$ cat config.mk
export PLATFORM = sky130hd
export DESIGN_NAME = svpd_time
export DESIGN_NICKNAME = d
export VERILOG_FILES = /design/src/hw/rtl/svpd_pkg.sv /design/src/hw/rtl/svpd_time.sv
export SDC_FILE = /design/constraint.sdc
export NUM_CORES = 2
export LEC_CHECK = 0
export BUFFER_PORTS_ARGS = -buffer_cell sky130_fd_sc_hd__clkbuf_2
export CAP_MARGIN = 0
export CORE_MARGIN = 5
export CORE_UTILIZATION = 60
export CTS_CLUSTER_SIZE = 25
export DETAILED_ROUTE_END_ITERATION = 10
export MAX_ROUTING_LAYER = met4
export PLACE_DENSITY_LB_ADDON = 0.25
export REMOVE_ABC_BUFFERS = 1
export SLEW_MARGIN = 20
export SYNTH_ARGS = -nofsm -noshare
export SYNTH_HDL_FRONTEND = slang
export SYNTH_SLANG_ARGS = --single-unit
export TNS_END_PERCENT = 10
$ cat constraint.sdc
create_clock -name clk_i -period 19.7 [get_ports clk_i]
set_input_delay 1.97 -clock clk_i [delete_from_list [all_inputs] [get_ports clk_i]]
set_output_delay 1.97 -clock clk_i [all_outputs]
set_load 0.01 [all_outputs]
$ cat src/hw/rtl/svpd_pkg.sv
// ----------------------------------------------------------------------------
// svpd_pkg
// Shared constants, stage types and sector codes for the space vector PWM
// duty pipeline.
// ----------------------------------------------------------------------------
package svpd_pkg;

  localparam int FRAC_BITS  = 16;
  localparam int VOLT_WIDTH = 16;
  localparam int PER_W      = 16;

  // normalized Q2.F values and the division that makes them
  localparam int NW   = FRAC_BITS + 2;
  localparam int REMW = VOLT_WIDTH + 1;
  // 1/sqrt3 and 2/sqrt3 in Q1.F, signed operand width
  localparam int KW   = FRAC_BITS + 2;
  localparam int PW   = NW + KW;
  // term, product, time, center and duty widths
  localparam int XW   = NW + 2;
  localparam int PRW  = XW + PER_W + 1;
  localparam int TW   = PRW - FRAC_BITS;
  localparam int CW   = TW + 1;
  localparam int DW   = CW + 1;

  localparam longint InvSqrt3Q24    = 64'd9686330;
  localparam longint TwoInvSqrt3Q24 = 64'd19372660;
  localparam int     QShift         = 24 - FRAC_BITS;
  localparam longint QHalf          = (64'd1 << QShift) >> 1;
  localparam logic [KW-1:0] K1 = KW'((InvSqrt3Q24 + QHalf) >> QShift);
  localparam logic [KW-1:0] K2 = KW'((TwoInvSqrt3Q24 + QHalf) >> QShift);

  localparam logic [NW-1:0] QLIM = NW'(64'd1 << (FRAC_BITS + 1));

  localparam logic [PER_W-1:0] PERIOD_RST = PER_W'(1000);

  typedef enum logic [2:0] {
    SECT_1 = 3'd1,
    SECT_2 = 3'd2,
    SECT_3 = 3'd3,
    SECT_4 = 3'd4,
    SECT_5 = 3'd5,
    SECT_6 = 3'd6
  } sector_e;

  typedef struct packed {
    logic [VOLT_WIDTH-1:0] bus;
    logic [REMW-1:0]       rem_a;
    logic [REMW-1:0]       rem_b;
    logic [NW-1:0]         low_a;
    logic [NW-1:0]         low_b;
    logic [NW-1:0]         q_a;
    logic [NW-1:0]         q_b;
    logic                  neg_a;
    logic                  neg_b;
    logic                  ovf_a;
    logic                  ovf_b;
    logic                  zero;
  } div_stage_t;

  typedef struct packed {
    sector_e              sector;
    logic signed [NW-1:0] a;
    logic signed [XW-1:0] kb;
    logic signed [XW-1:0] tb;
    logic                 zero;
  } sect_t;

  typedef struct packed {
    sector_e              sector;
    logic signed [TW-1:0] t1;
    logic signed [TW-1:0] t2;
    logic signed [CW-1:0] c;
    logic                 zero;
  } time_t;

endpackage

$ cat src/hw/rtl/svpd_time.sv
// ----------------------------------------------------------------------------
// svpd_time
// Select the sector's time terms, scale them by the period and form the
// center count; two register stages.
// ----------------------------------------------------------------------------
module svpd_time import svpd_pkg::*; (
  input  logic             clk_i,
  input  logic             rst_ni,
  input  logic [PER_W-1:0] period_i,
  input  logic             in_valid_i,
  output logic             in_ready_o,
  input  sect_t            in_i,
  output logic             out_valid_o,
  input  logic             out_ready_i,
  output time_t            out_o
);

  logic                  va_q, vb_q, en_a, en_b;
  sector_e               sec_a_q;
  logic                  zero_a_q;
  logic signed [PRW-1:0] p1_q, p2_q;
  logic signed [XW-1:0]  x1, x2, a_x;
  logic signed [PER_W:0] per_s;
  time_t                 st_q, st_d;
  logic signed [TW-1:0]  t1, t2;
  logic signed [CW-1:0]  sum;

  function automatic logic signed [TW-1:0] trunc_t(input logic signed [PRW-1:0] p);
    logic signed [PRW-1:0] bias;
    bias = p[PRW-1] ? PRW'({FRAC_BITS{1'b1}}) : '0;
    return TW'((p + bias) >>> FRAC_BITS);
  endfunction

  assign a_x   = XW'(in_i.a);
  assign per_s = $signed({1'b0, period_i});

  always_comb begin
    unique case (in_i.sector)
      SECT_1: begin x1 = a_x - in_i.kb;  x2 = in_i.tb;          end
      SECT_2: begin x1 = a_x + in_i.kb;  x2 = in_i.kb - a_x;    end
      SECT_3: begin x1 = in_i.tb;        x2 = -a_x - in_i.kb;   end
      SECT_4: begin x1 = in_i.kb - a_x;  x2 = -in_i.tb;         end
      SECT_5: begin x1 = -a_x - in_i.kb; x2 = a_x - in_i.kb;    end
      default: begin x1 = -in_i.tb;      x2 = a_x + in_i.kb;    end
    endcase
  end

  assign t1  = trunc_t(p1_q);
  assign t2  = trunc_t(p2_q);
  assign sum = CW'(per_s) + CW'(t1) + CW'(t2);

  always_comb begin
    st_d.sector = sec_a_q;
    st_d.zero   = zero_a_q;
    st_d.t1     = t1;
    st_d.t2     = t2;
    st_d.c      = (sum + $signed(CW'(sum[CW-1]))) >>> 1;
  end

  assign en_b = !vb_q || out_ready_i;
  assign en_a = !va_q || en_b;

  always_ff @(posedge clk_i or negedge rst_ni) begin
    if (!rst_ni) begin
      va_q <= 1'b0;
      vb_q <= 1'b0;
    end else begin
      if (en_a) va_q <= in_valid_i;
      if (en_b) vb_q <= va_q;
    end
  end

  always_ff @(posedge clk_i) begin
    if (en_a) begin
      sec_a_q  <= in_i.sector;
      zero_a_q <= in_i.zero;
      p1_q     <= x1 * per_s;
      p2_q     <= x2 * per_s;
    end
    if (en_b) begin
      st_q <= st_d;
    end
  end

  assign in_ready_o  = en_a;
  assign out_valid_o = vb_q;
  assign out_o       = st_q;

endmodule

==> impl_metrics.env <==
export IMPL_status="finished, final reports clean"
export IMPL_clk_latency_ns=0.44
export IMPL_nNetsFinal=5593
export IMPL_cts_tree="built"
export IMPL_crit_path_start_kind="primary input"
export IMPL_cap_violations=0
export IMPL_io_buffers=151
export IMPL_drt_iter0_markers=2796
export IMPL_ff2ff_setup_slack_ns=12.09
export IMPL_max_stage_delay_ns=0.79
export IMPL_criticalPathCategory="primary input to flop"
export IMPL_crit_arrival_ns=11.79
export IMPL_dp_hpwl_um=88140
export IMPL_fill_cells=5416
export IMPL_area_growth_pct=5.671
export IMPL_postCtsSetupBuffers=0
export IMPL_ant_nets=0
export IMPL_core_area_um2=64580
export IMPL_rsz0062_at_grt="false"
export IMPL_fin_worst_skew_ns=0.02212
export IMPL_hold_depth=0
export IMPL_syn_area_per_cell_um2=8.755
export IMPL_ys_seq_area_share_pct=11.23
export IMPL_finalHoldViolations=0
export IMPL_ys_flop_type="edfxtp_1"
export IMPL_dieHeight_um=265.6
export IMPL_grt_pass1_wl_um=179200
export IMPL_worst_slew_margin_rel_pct=21.76
export IMPL_die_x_um=265.6
export IMPL_worst_slew_pin_transition_ns=1.174
export IMPL_postCtsHoldBufs=0
export IMPL_setup_viol=0
export IMPL_maxSlewViolCount=0
export IMPL_grt_use_total_pct=33.00
export IMPL_initial_utilization_pct=60.71
export IMPL_setup_ws_ns=8.093
export IMPL_preCtsSetupSlack_ns=7.769
export IMPL_vias=32316
export IMPL_dieArea_um2=70560
export IMPL_fin_setup_tns_ns=0
export IMPL_wl_per_cell_um=20.85
export IMPL_pin_count=152
export IMPL_clock_path_buffers=2
export IMPL_endpoint="p2_q[36]"
export IMPL_grt_pass1_vias=33114
export IMPL_rr_worst_depth=27
export IMPL_yosysWarnings=0
export IMPL_netlist_area_um2=39210
export IMPL_grt_max_degree=69
export IMPL_clockRootBuffer="clkbuf_16"
export IMPL_core_rowCount=93
export IMPL_netlist_instances=4478
export IMPL_drtPass1Iterations=6
export IMPL_async_reset_ff_share_pct=1.361
export IMPL_cp_required_ns=19.89
export IMPL_grt_overflow=0
export IMPL_cts_clk_slew_worst_paths_ns=0.07
export IMPL_hp_class="flop to flop"
export IMPL_via_per_inst=6.001
export IMPL_drive_gt1_share_pct=7.291
export IMPL_fmax_ghz=0.08615
export IMPL_htreeDepth=4
export IMPL_slowest_stage="a22o_1"
export IMPL_ys_ff_latch=147
export IMPL_r2r_start="p2_q[36]"
export IMPL_r2r_end="out_o[20]"
export IMPL_totalWireLength_um=112300
export IMPL_synth_cell_type_count=103
export IMPL_cts_resized=0
export IMPL_antenna_found_initial=3
export IMPL_critPathMostFrequentCell="fa_1"
export IMPL_endpoint_kind="flop"
export IMPL_hold_ws_ns=0.4225
export IMPL_drc=0
export IMPL_period_share_pct=58.92
export IMPL_synth_edf_count=145
export IMPL_clkSinkCount=147
export IMPL_min_period_ns=11.61
export IMPL_gp_congestion=0.9842
export IMPL_critPathLaunch="in_i[23]"
export IMPL_numCtsBuffers=17
export IMPL_crit_fanout=22
final cells by class:
cell class / count / area, µm² / area share [%]
diodes: 4 / 10.01 / 0.02416
clock buffers: 19 / 442.9 / 1.069
clock inverters: 13 / 196.4 / 0.4741
inverters: 907 / 3405 / 8.218
multi-input cells: 3226 / 30670 / 74.04
flip-flops and latches: 147 / 4404 / 10.63
well taps: 855 / 1070 / 2.582
repair buffers: 214 / 1229 / 2.966
cell usage after synthesis, drive strengths merged (25+ instances only):
library cell    n  share of area [%]
inv           899                8.6
fa            652                 33
nand2         473                4.5
ha            346                 11
nor2          220                2.1
a21oi         203                2.6
xnor2         189                4.3
and2          171                2.7
clkbuf        150                1.4
edfxtp        145                 11
o21ai         113                1.5
nor3           91                1.3
nand3          79                1.0
xor2           62                1.4
a21o           52                1.0
buf            48               0.66
nor4           45               0.76
a31oi          43               0.70
nand2b         40               0.64
and3           35               0.56
o22ai          34               0.57
nand4          25               0.40
logic make-up after synthesis:
logic type      synth area share, %
fa+ha+maj                     44.59
mux                          0.2585
flops                         11.23
simple gates                  15.35
compound gates                12.14
buf+inv                       10.78
xor+xnor                      5.645
layer usage:
layer | up-vias | wire length [µm] | GRT usage [%]
met5 | - | 0 | -
met4 | 0 | 6434 | 14.92
met3 | 366 | 11110 | 5.735
met2 | 1689 | 51570 | 52.55
met1 | 15815 | 43160 | 41.70
li1 | 14446 | - | -
worst min path at each step:
stage / start / end / slack [ns]
after floorplan: zero_a_q / out_o[0] / 0.40
after global placement: zero_a_q / out_o[0] / 0.40
after detailed placement: sec_a_q[2] / out_o[67] / 0.42
after CTS: sec_a_q[0] / out_o[65] / 0.42
after global routing: sec_a_q[0] / out_o[65] / 0.43
final: sec_a_q[2] / out_o[67] / 0.42
cell usage in the layout (no fill, tap or decap), types with 11 or more instances in the layout:
cell type / instances
o211ai_1: 12
a221oi_1: 19
and2_1: 170
o21a_1: 18
clkbuf_16: 17
fa_1: 652
nor3_1: 83
o22a_1: 12
a21oi_1: 197
and3_1: 35
o22ai_1: 32
o21bai_1: 21
edfxtp_1: 145
o221ai_1: 14
a21o_1: 52
or3_1: 20
a31o_2: 18
nor4_1: 44
nand2b_1: 39
a31oi_1: 41
a211oi_1: 17
nor2_1: 217
nor2b_1: 24
a221o_1: 11
o21ai_0: 103
nand4_1: 25
inv_1: 896
nand2_1: 473
clkbuf_2: 151
nand3_1: 79
xnor2_1: 187
buf_4: 63
o31ai_1: 17
ha_1: 346
or2_2: 11
xor2_1: 62
flip-flops by register name, summed over array words and instances (netlist names):
| name | count |
|---|---|
| p2_q | 37 |
| out_valid_o | 1 |
| out_o | 67 |
| zero_a_q | 1 |
| sec_a_q | 3 |
| p1_q | 37 |
| va_q | 1 |
worst max-delay path: cells and delay by family:
family	cells	cell delay, ns
adders and majority gates	8	4.05
AOI/OAI and AO/OA	12	3.33
and+or+nand+nor	3	0.66
xor gates and xnor gates	4	1.48
buffers and inverters	4	0.27
metrics by stage:
| stage | util, % | instances | area [µm²] |
|---|---|---|---|
| after detailed placement | 63.15 | 5349 | 40780 |
| after global routing | 64.15 | 5384 | 41430 |
| after floorplan | - | 4280 | 38380 |
| after global placement | 63.15 | 5349 | 40780 |
| final | 64.15 | 5385 | 41430 |
| after CTS | 64.14 | 5381 | 41420 |
Power is not shown: default switching activity piles up to over one toggle a cycle in this logic, so the estimate is an artifact.
