### config.mk
export PLATFORM = sky130hd
export DESIGN_NAME = svpd_div
export DESIGN_NICKNAME = d
export VERILOG_FILES = /design/src/hw/rtl/svpd_pkg.sv /design/src/hw/rtl/svpd_div.sv
export SDC_FILE = /design/constraint.sdc
export NUM_CORES = 2
export LEC_CHECK = 0
export ABC_AREA = 1
export ABC_CLOCK_PERIOD_IN_PS = 24400
export BUFFER_PORTS_ARGS = -buffer_cell sky130_fd_sc_hd__buf_2
export CAP_MARGIN = 20
export CORE_UTILIZATION = 64
export CTS_BUF_LIST = sky130_fd_sc_hd__clkbuf_8
export CTS_CLUSTER_DIAMETER = 80
export DETAILED_ROUTE_END_ITERATION = 12
export PLACE_DENSITY = 0.81
export SLEW_MARGIN = 20
export SYNTH_ARGS = -nofsm -noshare
export SYNTH_HDL_FRONTEND = slang
export SYNTH_SLANG_ARGS = --single-unit
### constraint.sdc
create_clock -name clk_i -period 24.4 [get_ports clk_i]
set_clock_uncertainty 0.2 [all_clocks]
set_input_delay 2.44 -clock clk_i [delete_from_list [all_inputs] [get_ports clk_i]]
set_output_delay 2.44 -clock clk_i [all_outputs]
set_load 0.005 [all_outputs]
### src/hw/rtl/svpd_pkg.sv
// ----------------------------------------------------------------------------
// svpd_pkg
// Shared constants, stage types and sector codes for the space vector PWM
// duty pipeline.
// ----------------------------------------------------------------------------
package svpd_pkg;

  localparam int FRAC_BITS  = 16;
  localparam int VOLT_WIDTH = 16;
  localparam int PER_W      = 16;

  // normalized Q2.F values and the division that makes them
  localparam int NW   = FRAC_BITS + 2;
  localparam int REMW = VOLT_WIDTH + 1;
  // 1/sqrt3 and 2/sqrt3 in Q1.F, signed operand width
  localparam int KW   = FRAC_BITS + 2;
  localparam int PW   = NW + KW;
  // term, product, time, center and duty widths
  localparam int XW   = NW + 2;
  localparam int PRW  = XW + PER_W + 1;
  localparam int TW   = PRW - FRAC_BITS;
  localparam int CW   = TW + 1;
  localparam int DW   = CW + 1;

  localparam longint InvSqrt3Q24    = 64'd9686330;
  localparam longint TwoInvSqrt3Q24 = 64'd19372660;
  localparam int     QShift         = 24 - FRAC_BITS;
  localparam longint QHalf          = (64'd1 << QShift) >> 1;
  localparam logic [KW-1:0] K1 = KW'((InvSqrt3Q24 + QHalf) >> QShift);
  localparam logic [KW-1:0] K2 = KW'((TwoInvSqrt3Q24 + QHalf) >> QShift);

  localparam logic [NW-1:0] QLIM = NW'(64'd1 << (FRAC_BITS + 1));

  localparam logic [PER_W-1:0] PERIOD_RST = PER_W'(1000);

  typedef enum logic [2:0] {
    SECT_1 = 3'd1,
    SECT_2 = 3'd2,
    SECT_3 = 3'd3,
    SECT_4 = 3'd4,
    SECT_5 = 3'd5,
    SECT_6 = 3'd6
  } sector_e;

  typedef struct packed {
    logic [VOLT_WIDTH-1:0] bus;
    logic [REMW-1:0]       rem_a;
    logic [REMW-1:0]       rem_b;
    logic [NW-1:0]         low_a;
    logic [NW-1:0]         low_b;
    logic [NW-1:0]         q_a;
    logic [NW-1:0]         q_b;
    logic                  neg_a;
    logic                  neg_b;
    logic                  ovf_a;
    logic                  ovf_b;
    logic                  zero;
  } div_stage_t;

  typedef struct packed {
    sector_e              sector;
    logic signed [NW-1:0] a;
    logic signed [XW-1:0] kb;
    logic signed [XW-1:0] tb;
    logic                 zero;
  } sect_t;

  typedef struct packed {
    sector_e              sector;
    logic signed [TW-1:0] t1;
    logic signed [TW-1:0] t2;
    logic signed [CW-1:0] c;
    logic                 zero;
  } time_t;

endpackage

### src/hw/rtl/svpd_div.sv
// ----------------------------------------------------------------------------
// svpd_div
// Pipelined restoring divider: alpha and beta magnitudes over the bus
// voltage, one quotient bit per stage.
// ----------------------------------------------------------------------------
module svpd_div import svpd_pkg::*; (
  input  logic                  clk_i,
  input  logic                  rst_ni,
  input  logic                  in_valid_i,
  output logic                  in_ready_o,
  input  logic [VOLT_WIDTH-1:0] alpha_i,
  input  logic [VOLT_WIDTH-1:0] beta_i,
  input  logic [VOLT_WIDTH-1:0] bus_i,
  output logic                  out_valid_o,
  input  logic                  out_ready_i,
  output div_stage_t            out_o
);

  localparam int NS = NW + 1;

  logic [NS-1:0] v_q;
  logic [NS-1:0] en;
  div_stage_t    st_q [NS];
  div_stage_t    st_d [NS];
  logic [REMW-1:0] mag_a, mag_b;
  logic [REMW:0]   bus4;

  function automatic logic [REMW-1:0] magnitude(input logic [VOLT_WIDTH-1:0] v);
    logic [REMW-1:0] e;
    e = {v[VOLT_WIDTH-1], v};
    return v[VOLT_WIDTH-1] ? (~e + REMW'(1)) : e;
  endfunction

  function automatic div_stage_t step(input div_stage_t s);
    div_stage_t     r;
    logic [REMW:0]  trial;
    logic           ge;
    r     = s;
    trial = {s.rem_a, s.low_a[NW-1]};
    ge    = trial >= {2'b00, s.bus};
    r.rem_a = ge ? REMW'(trial - {2'b00, s.bus}) : trial[REMW-1:0];
    r.q_a   = {s.q_a[NW-2:0], ge};
    r.low_a = {s.low_a[NW-2:0], 1'b0};
    trial = {s.rem_b, s.low_b[NW-1]};
    ge    = trial >= {2'b00, s.bus};
    r.rem_b = ge ? REMW'(trial - {2'b00, s.bus}) : trial[REMW-1:0];
    r.q_b   = {s.q_b[NW-2:0], ge};
    r.low_b = {s.low_b[NW-2:0], 1'b0};
    return r;
  endfunction

  assign mag_a = magnitude(alpha_i);
  assign mag_b = magnitude(beta_i);
  assign bus4  = {bus_i, 2'b00};

  always_comb begin
    en[NS-1] = !v_q[NS-1] || out_ready_i;
    for (int k = NS - 2; k >= 0; k--) begin
      en[k] = !v_q[k] || en[k+1];
    end
  end

  always_comb begin
    st_d[0].bus   = bus_i;
    st_d[0].rem_a = mag_a >> 2;
    st_d[0].rem_b = mag_b >> 2;
    st_d[0].low_a = {mag_a[1:0], {FRAC_BITS{1'b0}}};
    st_d[0].low_b = {mag_b[1:0], {FRAC_BITS{1'b0}}};
    st_d[0].q_a   = '0;
    st_d[0].q_b   = '0;
    st_d[0].neg_a = alpha_i[VOLT_WIDTH-1];
    st_d[0].neg_b = beta_i[VOLT_WIDTH-1];
    st_d[0].ovf_a = {1'b0, mag_a} >= bus4;
    st_d[0].ovf_b = {1'b0, mag_b} >= bus4;
    st_d[0].zero  = bus_i == '0;
    for (int k = 1; k < NS; k++) begin
      st_d[k] = step(st_q[k-1]);
    end
  end

  always_ff @(posedge clk_i or negedge rst_ni) begin
    if (!rst_ni) begin
      v_q <= '0;
    end else begin
      if (en[0]) begin
        v_q[0] <= in_valid_i;
      end
      for (int k = 1; k < NS; k++) begin
        if (en[k]) begin
          v_q[k] <= v_q[k-1];
        end
      end
    end
  end

  always_ff @(posedge clk_i) begin
    for (int k = 0; k < NS; k++) begin
      if (en[k]) begin
        st_q[k] <= st_d[k];
      end
    end
  end

  assign in_ready_o  = en[0];
  assign out_valid_o = v_q[NS-1];
  assign out_o       = st_q[NS-1];

endmodule

==> reports/metrics.csv <==
stage;metric;value;unit
synthesis;Yosys cell types;55;
synthesis;Synth Warn #;0;
critical_path;critical-path cell list;buf_2, inv_1, nand4_4, nor2_4, nand4_4, buf_4, nor2_4, nand4_4, buf_4, nor2_4, nand4_4, buf_4, nor2_4, nand4_4, buf_4, buf_2;
placed_design;post-place setup slack;14.46;ns
placed_design;GP Congestion;0.982;
pwr;maximum VDD drop;0.106;mV
pwr;Power Density;159;mW/mm²
cts;CTS resizes;0;
final_layout;FILL cells;9056;
floorplanning;chip height;353;µm
sta;final period utilization;40.8;%
sta;RSZ-0062 raised after global routing;no;
route;drt pass-1 iters;7;
grt;Tot GR Track Use;31.3;%
sta;Setup Viol. Count Final;0;
critical_path;worst path arrival time;7.32;ns
pwr;combinational fraction of design power;50.3;%
synthesis;number of flops mapped to enable cells by yosys;1389;
route;Antenna Nets Post-Route;0;
synthesis;Syn Area/Cell;10.3;µm²
cts;clk root buf;clkbuf_8;
final_layout;layout cells sized above 1;7.83;%
critical_path;startpoint types;input port;
route;WL/cell;20.1;µm
critical_path;CP dominant cell by count;nand4_4;
floorplanning;area of the die;0.125;mm²
job;Max Cap Viol;0;
floorplanning;io pins;181;
cts;hold buffer count at cts;0;
cts;H-tree depth;4;
placed_design;DP HPWL;154000;µm
critical_path;maximum fanout along the worst path;81;
sta;fmax;100;MHz
route;DRT iter0 DRCs;5659;
placed_design;Buffers on Ports;144;
synthesis;largest area contributor in the netlist;edfxtp_1;
sta;hold_ws;0.184;ns
sta;relative slew slack;29.0;%
final_layout;final core occ;70.0;%
grt;vias in the first global route;54300;
cts;TritonCTS Sinks;1408;
synthesis;synthesized netlist cell count;7677;
synthesis;sequential area share after synthesis;53.5;%
grt;global-route wire length before repair;301000;µm
critical_path;Worst Setup End Kind;primary output;
cts;Worst-Skew Late Latency;0.93;ns
status;status;finished, final reports clean;
sta;Final WS setup;14.44;ns
pwr;Sw Ratio;44.1;%
sta;Fin Setup TNS;0;ns
route;vias post-DR;56500;
sta;post-layout min period;9.96;ns
cts;Max Root-Sink Buffers;3;
sta;Hold Vio Cnt, Final;0;
critical_path;Critical Path Max Stage Delay;0.66;ns
route;vias per cell;5.78;
pwr;Psw;6.00;mW
synthesis;Post-synth top flop;edfxtp_1;
floorplanning;Starting Density;64.7;%
sta;Final Max Tran Viols;0;
critical_path;worst path required time;21.76;ns
final_layout;Nets;8659;
final_layout;P&R area growth vs syn;8.32;%
grt;largest net degree at the start of global routing;82;
route;Routed WL;197000;µm
synthesis;Yosys top cell area share;52.9;%
pwr;Power Internal;7.61;mW
synthesis;Post-synth ARST share;1.35;%
cts;Post CTS Setup Buffer Count;0;
pwr;LEAKAGE;37.8;nW
grt;number of antenna violations at the first check in global routing;4;
pwr;overall power;13.6;mW
floorplanning;core footprint;0.122;mm²
critical_path;Slowest cell on crit path;nand4_4;
route;# DRC;0;
min_path;hold crit path type;reg2reg;
synthesis;largest cells by area after synthesis;edfxtp_1 (53%), ha_1 (9.6%), nand2_1 (8.7%);
pwr;Flop pwr share;35.3;%
grt;total gr overflow;0;
cts;clock slew at reported path FFs;0.06;ns
floorplanning;Die W;353;µm
critical_path;crit path kind;in2out;
floorplanning;Rows;128;
synthesis;synthesized area;0.0789;mm²
cts;Num CTS Buffers;219;
pwr;Clk pwr share;14.4;%
synthesis;synthesized flop and latch total;1408;
cts;CTS tree;built;
sta;Slew @ Worst Pin;1.07;ns
synthesized netlist by cell type, types with 55 or more instances:
cell type / count
o21ai_0: 437
xnor2_1: 242
nand3_1: 148
o21ai_1: 81
nor4_1: 66
inv_1: 887
nand2_1: 1825
a31oi_1: 55
a21o_1: 94
o21ai_2: 57
ha_1: 608
edfxtp_1: 1389
nor2_1: 305
nand4_1: 84
buf_2: 62
a21oi_1: 508
xor2_1: 312
nor3_1: 62
area by class of cell:
type	count	area, µm²	share of cell area [%]
Antenna cell	3	7.51	0.00878
Clock buffer	224	3080	3.61
Clock inverter	179	1260	1.47
Inverter	902	3390	3.97
Multi-Input combinational cell	5270	32700	38.2
Sequential cell	1408	42200	49.4
Tap cell	1625	2030	2.38
Timing Repair Buffer	162	856	1.00
through the flow:
| step | instances | area [µm²] |
|---|---|---|
| 5_1_grt | 9772 | 85500 |
| 3_3_place_gp | 9367 | 81100 |
| 6_report | 9773 | 85500 |
| 2_1_floorplan | 7716 | 79000 |
| 3_5_place_dp | 9367 | 81100 |
| 4_1_cts | 9770 | 85500 |
state kept, by name, summed over array words and instances, names as in the netlist:
register	flops
st_q	1389
v_q	19
critical path, delay by kind of cell:
family | cells | cell delay, ns
buffers and inverters | 7 | 2.20
AND/OR/NAND/NOR | 9 | 2.53
per-layer routing:
layer | up-vias | share of wire [%] | GRT usage [%]
met5 | - | 0.0066 | 0
met3 | 474 | 7.4 | 5.04
met4 | 2 | 4.5 | 14.4
met1 | 26500 | 41 | 40.7
met2 | 2387 | 47 | 51.8
li1 | 27100 | - | -
logic make-up (layout without fill, tap and decap cells):
group / count (synthesis) / after routing / share of synthesized area (%)
buffers and inverters: 1038 / 1467 / 5.44
other: 1 / 43 / 0.00475
flip-flops: 1408 / 1408 / 53.5
adder cells (fa/ha/maj): 644 / 644 / 10.6
AND/OR/NAND/NOR: 2574 / 2574 / 13.5
XOR/XNOR: 554 / 554 / 6.15
AO/OA/AOI/OAI: 1458 / 1458 / 10.9
worst paths after layout:
kind	depth (start not counted)	slack, ns	startpoint	endpoint
hold reg to reg	0	0.18	st_q[14][4]	st_q[15][4]
hold / removal	0	0.18	st_q[14][4]	st_q[15][4]
min in group asynchronous	1	1.31	rst_ni	v_q[1]
max in group asynchronous	1	22.26	rst_ni	v_q[13]
setup / recovery	16	14.44	out_ready_i	in_ready_o
setup reg to reg	13	18.75	v_q[18]	st_q[3][81]
cell usage in the layout, fill, tap and decap left out, types with 8 or more instances in the layout:
cell,count
a21boi_0,36
a21boi_2,15
a21o_1,94
a21oi_1,508
a21oi_2,12
a31oi_1,55
and2_4,13
buf_2,144
buf_4,18
bufinv_16,13
clkbuf_8,224
clkinv_1,50
clkinv_2,29
clkinvlp_4,8
conb_1,40
dfrtp_1,19
edfxtp_1,1389
fa_1,36
ha_1,608
inv_1,947
inv_2,16
nand2_1,1820
nand2_2,25
nand3_1,144
nand3b_1,17
nand4_1,84
nor2_1,305
nor3_1,62
nor4_1,66
o2111ai_1,22
o211ai_2,15
o21a_1,45
o21ai_0,437
o21ai_1,81
o21ai_2,57
o21bai_1,25
o31ai_1,42
xnor2_1,242
xor2_1,312
power groups by stage:
stage               combinational [mW]  clock, mW  sequential, mW
floorplan                         5.17          0            4.45
global placement                  6.54          0            4.81
detailed placement                6.69          0            4.83
CTS                               6.75       1.99            4.79
global route                      7.61       2.10            4.86
finish                            6.85       1.96            4.81
No activity file was read; power rests on OpenSTA's default activity.
