**src/hw/rtl/svpd_pkg.sv**
```systemverilog
// ----------------------------------------------------------------------------
// svpd_pkg
// Shared constants, stage types and sector codes for the space vector PWM
// duty pipeline.
// ----------------------------------------------------------------------------
package svpd_pkg;

  localparam int FRAC_BITS  = 16;
  localparam int VOLT_WIDTH = 16;
  localparam int PER_W      = 16;

  // normalized Q2.F values and the division that makes them
  localparam int NW   = FRAC_BITS + 2;
  localparam int REMW = VOLT_WIDTH + 1;
  // 1/sqrt3 and 2/sqrt3 in Q1.F, signed operand width
  localparam int KW   = FRAC_BITS + 2;
  localparam int PW   = NW + KW;
  // term, product, time, center and duty widths
  localparam int XW   = NW + 2;
  localparam int PRW  = XW + PER_W + 1;
  localparam int TW   = PRW - FRAC_BITS;
  localparam int CW   = TW + 1;
  localparam int DW   = CW + 1;

  localparam longint InvSqrt3Q24    = 64'd9686330;
  localparam longint TwoInvSqrt3Q24 = 64'd19372660;
  localparam int     QShift         = 24 - FRAC_BITS;
  localparam longint QHalf          = (64'd1 << QShift) >> 1;
  localparam logic [KW-1:0] K1 = KW'((InvSqrt3Q24 + QHalf) >> QShift);
  localparam logic [KW-1:0] K2 = KW'((TwoInvSqrt3Q24 + QHalf) >> QShift);

  localparam logic [NW-1:0] QLIM = NW'(64'd1 << (FRAC_BITS + 1));

  localparam logic [PER_W-1:0] PERIOD_RST = PER_W'(1000);

  typedef enum logic [2:0] {
    SECT_1 = 3'd1,
    SECT_2 = 3'd2,
    SECT_3 = 3'd3,
    SECT_4 = 3'd4,
    SECT_5 = 3'd5,
    SECT_6 = 3'd6
  } sector_e;

  typedef struct packed {
    logic [VOLT_WIDTH-1:0] bus;
    logic [REMW-1:0]       rem_a;
    logic [REMW-1:0]       rem_b;
    logic [NW-1:0]         low_a;
    logic [NW-1:0]         low_b;
    logic [NW-1:0]         q_a;
    logic [NW-1:0]         q_b;
    logic                  neg_a;
    logic                  neg_b;
    logic                  ovf_a;
    logic                  ovf_b;
    logic                  zero;
  } div_stage_t;

  typedef struct packed {
    sector_e              sector;
    logic signed [NW-1:0] a;
    logic signed [XW-1:0] kb;
    logic signed [XW-1:0] tb;
    logic                 zero;
  } sect_t;

  typedef struct packed {
    sector_e              sector;
    logic signed [TW-1:0] t1;
    logic signed [TW-1:0] t2;
    logic signed [CW-1:0] c;
    logic                 zero;
  } time_t;

endpackage

```
**src/hw/rtl/svpd_sector.sv**
```systemverilog
// ----------------------------------------------------------------------------
// svpd_sector
// Saturate the quotients to Q2.F, find the sector and form beta/sqrt3 terms.
// ----------------------------------------------------------------------------
module svpd_sector import svpd_pkg::*; (
  input  logic       clk_i,
  input  logic       rst_ni,
  input  logic       in_valid_i,
  output logic       in_ready_o,
  input  div_stage_t in_i,
  output logic       out_valid_o,
  input  logic       out_ready_i,
  output sect_t      out_o
);

  logic                 v_q;
  logic                 en;
  sect_t                st_q, st_d;
  logic signed [NW-1:0] a, b;
  logic signed [PW-1:0] ka, kbx, tbx;

  function automatic logic signed [NW-1:0] saturate(input logic [NW-1:0] q,
                                                    input logic neg, input logic ovf);
    logic [NW-1:0] m;
    if (neg) begin
      m = (ovf || q > QLIM) ? QLIM : q;
      return $signed(~m + NW'(1));
    end
    return (ovf || q >= QLIM) ? $signed(QLIM - NW'(1)) : $signed(q);
  endfunction

  // shift right by F, rounding toward zero
  function automatic logic signed [XW-1:0] trunc_f(input logic signed [PW-1:0] x);
    logic signed [PW-1:0] bias;
    bias = x[PW-1] ? PW'({FRAC_BITS{1'b1}}) : '0;
    return XW'((x + bias) >>> FRAC_BITS);
  endfunction

  assign a   = saturate(in_i.q_a, in_i.neg_a, in_i.ovf_a);
  assign b   = saturate(in_i.q_b, in_i.neg_b, in_i.ovf_b);
  assign ka  = $signed({{(KW-FRAC_BITS){a[NW-1]}}, a, {FRAC_BITS{1'b0}}});
  assign kbx = $signed(K1) * b;
  assign tbx = $signed(K2) * b;

  always_comb begin
    st_d.a    = a;
    st_d.kb   = trunc_f(kbx);
    st_d.tb   = trunc_f(tbx);
    st_d.zero = in_i.zero;
    if (!b[NW-1]) begin
      if (!a[NW-1]) st_d.sector = (kbx > ka) ? SECT_2 : SECT_1;
      else          st_d.sector = (-kbx > ka) ? SECT_3 : SECT_2;
    end else begin
      if (!a[NW-1]) st_d.sector = (-kbx > ka) ? SECT_5 : SECT_6;
      else          st_d.sector = (kbx > ka) ? SECT_4 : SECT_5;
    end
  end

  assign en = !v_q || out_ready_i;

  always_ff @(posedge clk_i or negedge rst_ni) begin
    if (!rst_ni) begin
      v_q <= 1'b0;
    end else if (en) begin
      v_q <= in_valid_i;
    end
  end

  always_ff @(posedge clk_i) begin
    if (en) begin
      st_q <= st_d;
    end
  end

  assign in_ready_o  = en;
  assign out_valid_o = v_q;
  assign out_o       = st_q;

endmodule

```
**config.mk**
```make
export PLATFORM = sky130hd
export DESIGN_NAME = svpd_sector
export DESIGN_NICKNAME = d
export VERILOG_FILES = /design/src/hw/rtl/svpd_pkg.sv /design/src/hw/rtl/svpd_sector.sv
export SDC_FILE = /design/constraint.sdc
export NUM_CORES = 1
export LEC_CHECK = 0
export BUFFER_PORTS_ARGS = -buffer_cell sky130_fd_sc_hd__clkbuf_2
export CAP_MARGIN = 20
export CORE_MARGIN = 3
export CORE_UTILIZATION = 50
export CTS_BUF_LIST = sky130_fd_sc_hd__clkbuf_16
export CTS_CLUSTER_DIAMETER = 60
export DETAILED_ROUTE_END_ITERATION = 7
export PLACE_DENSITY = 0.68
export SETUP_SLACK_MARGIN = 0.3
export SLEW_MARGIN = 10
export SYNTH_ARGS = -nofsm -noshare
export SYNTH_HDL_FRONTEND = slang
export SYNTH_SLANG_ARGS = --single-unit
```
**constraint.sdc**
```tcl
create_clock -name clk_i -period 2.4 [get_ports clk_i]
set_input_delay 0.36 -clock clk_i [delete_from_list [all_inputs] [get_ports clk_i]]
set_output_delay 0.36 -clock clk_i [all_outputs]
set_load 0.005 [all_outputs]
```
==> run summary, run 1 <==
Summed over all layers, the global routing overflow is 0. The fraction of synthesis flops using an asynchronous set or reset pin came out at 1.59%. The via-per-instance ratio was 5.69; the vias after detailed routing was 14700. The count of nets left with antenna violations once routing finished came out at 0. The number of fill cells in the layout came out at 1629.

Clock tree synthesis found a total of 63 sinks. The post-route clock skew was 5.65 ps. The count of placed standard cells including taps is 2484, and the max capacitance violation total is 0.

The initialized floorplan defines 59 standard-cell rows. The tightest min-delay check is of the in2reg type. sky130_fd_sc_hd__ha_1 takes more of the synthesized area than any other cell. The area of the mapped netlist was 13500 sq um. Total number of nets in the final design: 2673.

The logs give 14.0% for the sequential-to-total area share from yosys stat and 29100 sq um for the die area. After synthesis the netlist holds a flip-flop and latch count of 63. The run gives 0 as the final hold violation count. Averaged over all synthesized cells, the footprint is 8.36 sq um.

The width of the chip works out to 170 um. The Yosys step of the flow raised 0 warnings. On the worst path, the slowest cell contributes a delay of 540 ps. Once layout is complete, the cells apart from fillers number 2586. The via count of the first global-routing pass came out at 15100. The detailed-routing iteration count for the pre-antenna-repair pass was 8. In this run the count of I/O pins placed on the die edge is 195.

For the pin with the worst max-slew slack, the measured transition is 835 ps. The count of buffers inserted at the top-level ports is 108. The synthesis-to-layout area growth works out to 56.3%. The logs give 31.1% for the all-layer global routing usage and 12400 sq um for the footprint of the multi-input gates.

The logs give 35000 um for the final HPWL from detailed placement and 2480 ps for the worst path required time. Yosys mapped a number of flops with a built-in enable equal to 62. The run finished, with violations left. In this run the tightest slew margin relative to its limit is 44.3%. Cell family with the largest share of critical-path delay: adder cells. The tools report the kind of launch point of the worst setup path as an input pin. The run gives 0 as the DRC violation count after routing.

The slowest stage of the critical path is the sky130_fd_sc_hd__fa_1 cell. Setup violations remaining at the end of the flow were counted as 49. Along the worst path, the maximum fanout reaches 7. The fraction of the core area covered by cells at the end of the flow is 80.2%, and the wire length of the first global-routing pass is 73500 um. The final reports fail on negative setup slack.

The later-pin clock latency in the skew report came out at 330 ps. Measured along the y axis, the die boundary spans 170 um. Timing would allow up to 106 MHz. Summing all flip-flop and latch instances after layout gives 1890 sq um. Clock-pin slew was measured on the worst setup and hold paths at 50 ps. The number of buffers and inverters on the critical path was 9. The synthesized netlist contains 99 unique library cells. The number of instances in the synthesized netlist is 1617. 0 antenna diodes ended up in the layout.

The congestion estimate from routability-driven global placement came to 0.958. Kind of end point of the critical path: a flop. The fraction of the cycle the final worst path needs is 393%. The worst setup path category was in2reg. The detailed-route wire length is 48200 um.

For the number of pins with negative max-slew slack in the final report, the log shows 0. The maximum number of pins on one net before global-route repair came out at 57. The cell sitting at the root of the clock tree is a sky130_fd_sc_hd__clkbuf_16. TritonCTS built the clock tree. The most used flip-flop cell after synthesis is sky130_fd_sc_hd__edfxtp_1. Setup total negative slack on the finished layout was measured at -287970 ps.

For the post-synth net total, the log shows 2043. Setup repair after global routing could not meet its margin everywhere. The first routing iteration left 1030 violations.

The final worst slack is -7020 ps, and the effective utilization at floorplan is 51.3%. After synthesis, the largest area contributor takes up 18.0% of total cell area. For the worst setup path, the data arrival time is 9510 ps.

For the count of H-tree levels built during CTS, the log shows 3. For the finished layout, the period the worst path requires is 9420 ps. The floorplan step defined a core boundary enclosing 26400 sq um. The post-route netlist has 44.0% of its cells at a drive strength greater than 1. The logs give 0 for the initial antenna violation count and 2 for the number of buffers on the longest clock path. For the TritonCTS buffer count, the log shows 9.

Yosys attributes the largest share of cell area to sky130_fd_sc_hd__ha_1, sky130_fd_sc_hd__fa_1, sky130_fd_sc_hd__edfxtp_1. After detailed routing, the average wire length per cell comes to 18.6 um.
[worst paths after layout]
| check | depth (start not counted) | start | endpoint | slack (ps) |
|---|---|---|---|---|
| max | 42 | in_i[10] | out_o[59] | -7020 |
| min | 1 | in_i[0] | out_o[0] | 200 |
| max reg2reg | 2 | out_valid_o | out_o[22] | 1060 |
| min reg2reg | 1 | out_valid_o | out_o[53] | 800 |
| max in group asynchronous | 2 | rst_ni | out_valid_o | 1990 |
| min in group asynchronous | 2 | rst_ni | out_valid_o | 330 |
[metrics by stage]
stage	setup WS [ps]	instance area (sq um)	hold slack [ps]
after detailed placement	-7430	18500	137
final	-7020	21100	203
after floorplan	-7230	14200	64.4
after CTS	-6730	20200	201
after global routing	-7350	21100	197
after global placement	-7210	18500	135
[registers in the layout, summed over array words and instances, names as in the netlist]
signal / count
out_valid_o: 1
out_o: 62
[what timing repair did]
action / in CTS / in global routing
gates cloned: 3 / 0
endpoints found under the hold margin: 1 / 0
setup buffers: 47 / 36
hold buffers: 1 / 0
endpoints found under the setup margin: 50 / 53
pin swaps: 127 / 119
gates resized for setup: 202 / 126
[cell families after synthesis]
family	Yosys count	share of synthesized area [%]
flip-flops	63	14.0
adder cells (fa/ha/maj)	295	32.9
buffers and inverters	323	9.27
AO/OA/AOI/OAI	349	18.0
AND/OR/NAND/NOR	470	18.1
XOR/XNOR	106	6.98
multiplexers	11	0.842
[cell usage after synthesis (38+ instances only)]
master / instances
sky130_fd_sc_hd__a21oi_1: 80
sky130_fd_sc_hd__edfxtp_1: 62
sky130_fd_sc_hd__fa_1: 101
sky130_fd_sc_hd__ha_1: 194
sky130_fd_sc_hd__inv_1: 266
sky130_fd_sc_hd__nand2_1: 109
sky130_fd_sc_hd__nand3_1: 39
sky130_fd_sc_hd__nor2_1: 108
sky130_fd_sc_hd__nor3_1: 51
sky130_fd_sc_hd__o21ai_0: 66
sky130_fd_sc_hd__xnor2_1: 66
sky130_fd_sc_hd__xor2_1: 38
[routing by layer]
layer	GRT usage [%]	part of all wire [%]	routed length, um
met2	57.7	52	25000
met5	0	0	0
met1	36.4	39	18800
met3	3.30	4.3	2090
met4	12.8	4.8	2310
[cell usage in the layout (no fill, tap or decap), drive strengths merged, types with 7 or more instances in the layout]
cell type / Yosys / layout
buf: 24 / 569
inv: 267 / 267
ha: 194 / 194
clkbuf: 30 / 111
nor2: 110 / 111
nand2: 109 / 109
fa: 101 / 101
a21oi: 86 / 86
o21ai: 71 / 71
xnor2: 68 / 68
edfxtp: 62 / 62
nor3: 51 / 51
nand3: 39 / 39
xor2: 38 / 38
nand4: 26 / 26
a21o: 25 / 25
nor4: 25 / 25
and2: 18 / 18
a211oi: 17 / 17
and3: 16 / 16
o22ai: 16 / 16
a31oi: 16 / 16
o21a: 15 / 15
o211ai: 14 / 14
or3: 13 / 13
nor2b: 13 / 13
or2: 13 / 13
nand2b: 10 / 10
mux2i: 8 / 8
o311ai: 8 / 8
o2111ai: 7 / 7
a21boi: 7 / 7
[area by class of cell]
class	instances	area share, %
multi-input cells	1232	58.7
clock buffers	9	1.07
flip-flops and latches	63	8.93
well taps	335	1.98
clock inverters	6	0.361
inverters	269	4.78
repair buffers	672	24.2
Power of run 1 is left out: the tool's default activity adds up to more than one toggle a clock period on the data nets, which glitch-free logic cannot reach.
==> inputs of run 2 (changes only) <==
==> constraint.sdc (replaced) <==
create_clock -name clk_i -period 9.2 [get_ports clk_i]
set_input_delay 1.38 -clock clk_i [delete_from_list [all_inputs] [get_ports clk_i]]
set_output_delay 1.38 -clock clk_i [all_outputs]
set_load 0.005 [all_outputs]
==> run 2 against run 1 <==
  * The flow still finishes with violations (negative setup slack)
  * First-iteration DRC count down 18%
  * Wire length is 13% lower
  * Sequential share of layout area increased by 0.80 points
  * Clock skew fell by 0.88 ps
  * Design area decreased by 8.2%
==> run summary, run 2 (synthesis gave the netlist of run 1 again) <==
The flow ran to the end, but the final reports show violations. The final reports fail on negative setup slack. STA classifies the critical path startpoint as an input pin. The number of flip-flops under the largest register name works out to 62 (unchanged). The count of endpoints failing setup in the final report is 42 (-14%), and the fraction of the cycle the final worst path needs is 112%. Counting stages on the worst path, the most repeated cell is sky130_fd_sc_hd__fa_1. The maximum fanout along the worst path was 6 (-1). The clock transition at the register clock pins on the worst setup and hold paths after CTS is 50 ps (about the same). The number of sinks on the clock net is 63 (unchanged).

The kind of end point of the critical path is a flop. The site row count was 59 (unchanged). The startpoint of the worst-slack reg-to-reg timing path is out_valid_o. The number of buffers on the longest clock path is 2 (unchanged), and the via-per-instance ratio is 5.59 (-1.6%).

The total inserted antenna cells was 0 (unchanged); the number of cells on the worst reg-to-reg path was 2 (unchanged). For the all-layer global routing usage, the log shows 28.0% (-3.1 points). The maximum number of pins on one net before global-route repair was 65 (+14%); the number of top-level pins was 195 (unchanged). The ratio of cells with drive above 1 in the final layout was 36.7% (-7.3 points).

The critical path is of the in2reg type. The later-pin clock latency in the skew report is 320 ps (about the same). The tools report the final hold violation count as 0 (unchanged). The number of fill cells in the layout came out at 1941 (+19%). The logs give 26400 sq um (unchanged) for the placeable core region and 0 (unchanged) for the number of pins with negative max-slew slack in the final report. The average wire length per cell after detail routing is 17.2 um (-7.8%). The aggregate negative setup slack is -41110 ps (+246860 ps). The DRC violation count after routing was 0 (unchanged); the signal arrival time at the worst endpoint was 10370 ps (+860 ps).

The worst stage delay on the critical path is 540 ps (about the same). The total number of nets in the final design was 2539 (-5.0%); the worst reg-to-reg setup slack was 7720 ps (+6660 ps). For the count of hold buffers inserted by post-cts repair, the log shows 0 (-1).

The worst register-to-register path ends at out_o[25]. The library cells used most frequently in the layout, excluding fill and tap cells, are sky130_fd_sc_hd__buf_4, sky130_fd_sc_hd__inv_1, sky130_fd_sc_hd__ha_1. The max capacitance violation total was 0 (unchanged); the die span in y was 170 um (unchanged).

The final worst slack was -1100 ps (+5920 ps); the worst-margin pin slew was 1160 ps (+322 ps). The peak clock frequency supported by timing is 97.1 MHz, and the post-route minimum period is 10300 ps. The worst path required time is 9270 ps (+6790 ps).

The count of H-tree levels built during CTS is 3 (unchanged), and the vias after detailed routing is 13700 (-6.7%). The tools report the wire length of the first global-routing pass as 66700 um (-9.3%). For the post-route clock skew, the log shows 4.77 ps (-0.878 ps).

Type of the most critical hold path: in2async. The slowest stage of the critical path is the sky130_fd_sc_hd__fa_1 cell. The run gives 0.943 (-1.5%) as the global placement routability congestion. The library cell used most frequently in the layout, excluding fill and tap cells, is sky130_fd_sc_hd__buf_4.

Setup repair after global routing could not meet its margin everywhere. The count of buffers inserted at the top-level ports was 108 (unchanged); the width of the chip was 170 um (unchanged). Worst slew margin relative to its limit: 22.3% (-22 points).

The final HPWL from detailed placement was 33800 um (-3.3%). The die area is 29100 sq um (unchanged), and the remaining antenna violation count after routing is 0 (unchanged). The synthesis-to-layout area growth was 43.5%. The via count of the first global-routing pass is 13800 (-9.0%).

For the detailed-route wire length, the log shows 42100 um (-13%). Effective utilization at floorplan: 51.3% (unchanged). The tools report the residual overflow from global routing as 0 (unchanged). The logs give 843 (-18%) for the number of DRC markers in iteration 0 and 7 (-1) for the detailed-routing iteration count for the pre-antenna-repair pass.

TritonCTS buffer count: 9 (unchanged). The clock tree root driver cell is sky130_fd_sc_hd__clkbuf_16. TritonCTS built the clock tree. Initial antenna violation count: 0 (unchanged).
run 2: layout make-up:
| type | count | area (sq um) | share of cell area, % |
|---|---|---|---|
| clock buffers | 9 | 225 | 1.16 |
| multi-input cells | 1231 | 11800 | 60.8 |
| repair buffers | 539 | 4000 | 20.6 |
| flip-flops and latches | 63 | 1890 | 9.72 |
| inverters | 269 | 1010 | 5.21 |
| clock inverters | 7 | 65.1 | 0.335 |
| well taps | 335 | 419 | 2.16 |
run 2: worst max path at each step:
stage / from / end / cells after the start
floorplan: in_i[14] / out_o[59] / 44
global placement: in_i[14] / out_o[59] / 40
detailed placement: in_i[14] / out_o[59] / 40
CTS: in_i[17] / out_o[59] / 41
global route: in_i[14] / out_o[59] / 43
finish: in_i[14] / out_o[39] / 42
run 2: routing by layer:
metal	track usage, %	share of wire, %
met4	11.3	4.3
met1	34.6	42
met5	0	0
met2	50.7	50
met3	1.86	3.3
run 2: repair_timing:
action | 4_1_cts | 5_1_grt
buffers inserted | 29 | 15
gates cloned | 1 | 1
pin swaps | 81 | 85
resized for setup | 93 | 117
setup endpoints to repair | 42 | 42
run 2: through the flow:
step,cell area [sq um],utilization (%),instances,hold slack (ps),worst slack [ps]
2_1_floorplan,14100,-,1617,1080,-1450
3_3_place_gp,17700,67.0,2391,938,-1530
3_5_place_dp,17700,67.0,2391,972,-1730
4_1_cts,18700,70.8,2437,813,-1070
5_1_grt,19400,73.6,2453,810,-1520
6_report,19400,73.6,2453,817,-1100
run 2: critical path: cells and delay by family:
family / cells / cell delay [ps]
AOI/OAI and AO/OA: 14 / 3140
xor gates and xnor gates: 2 / 260
adders and majority gates: 8 / 3040
buffers and inverters: 10 / 1080
and+or+nand+nor: 8 / 1430
Power of run 2 is left out for the same reason.
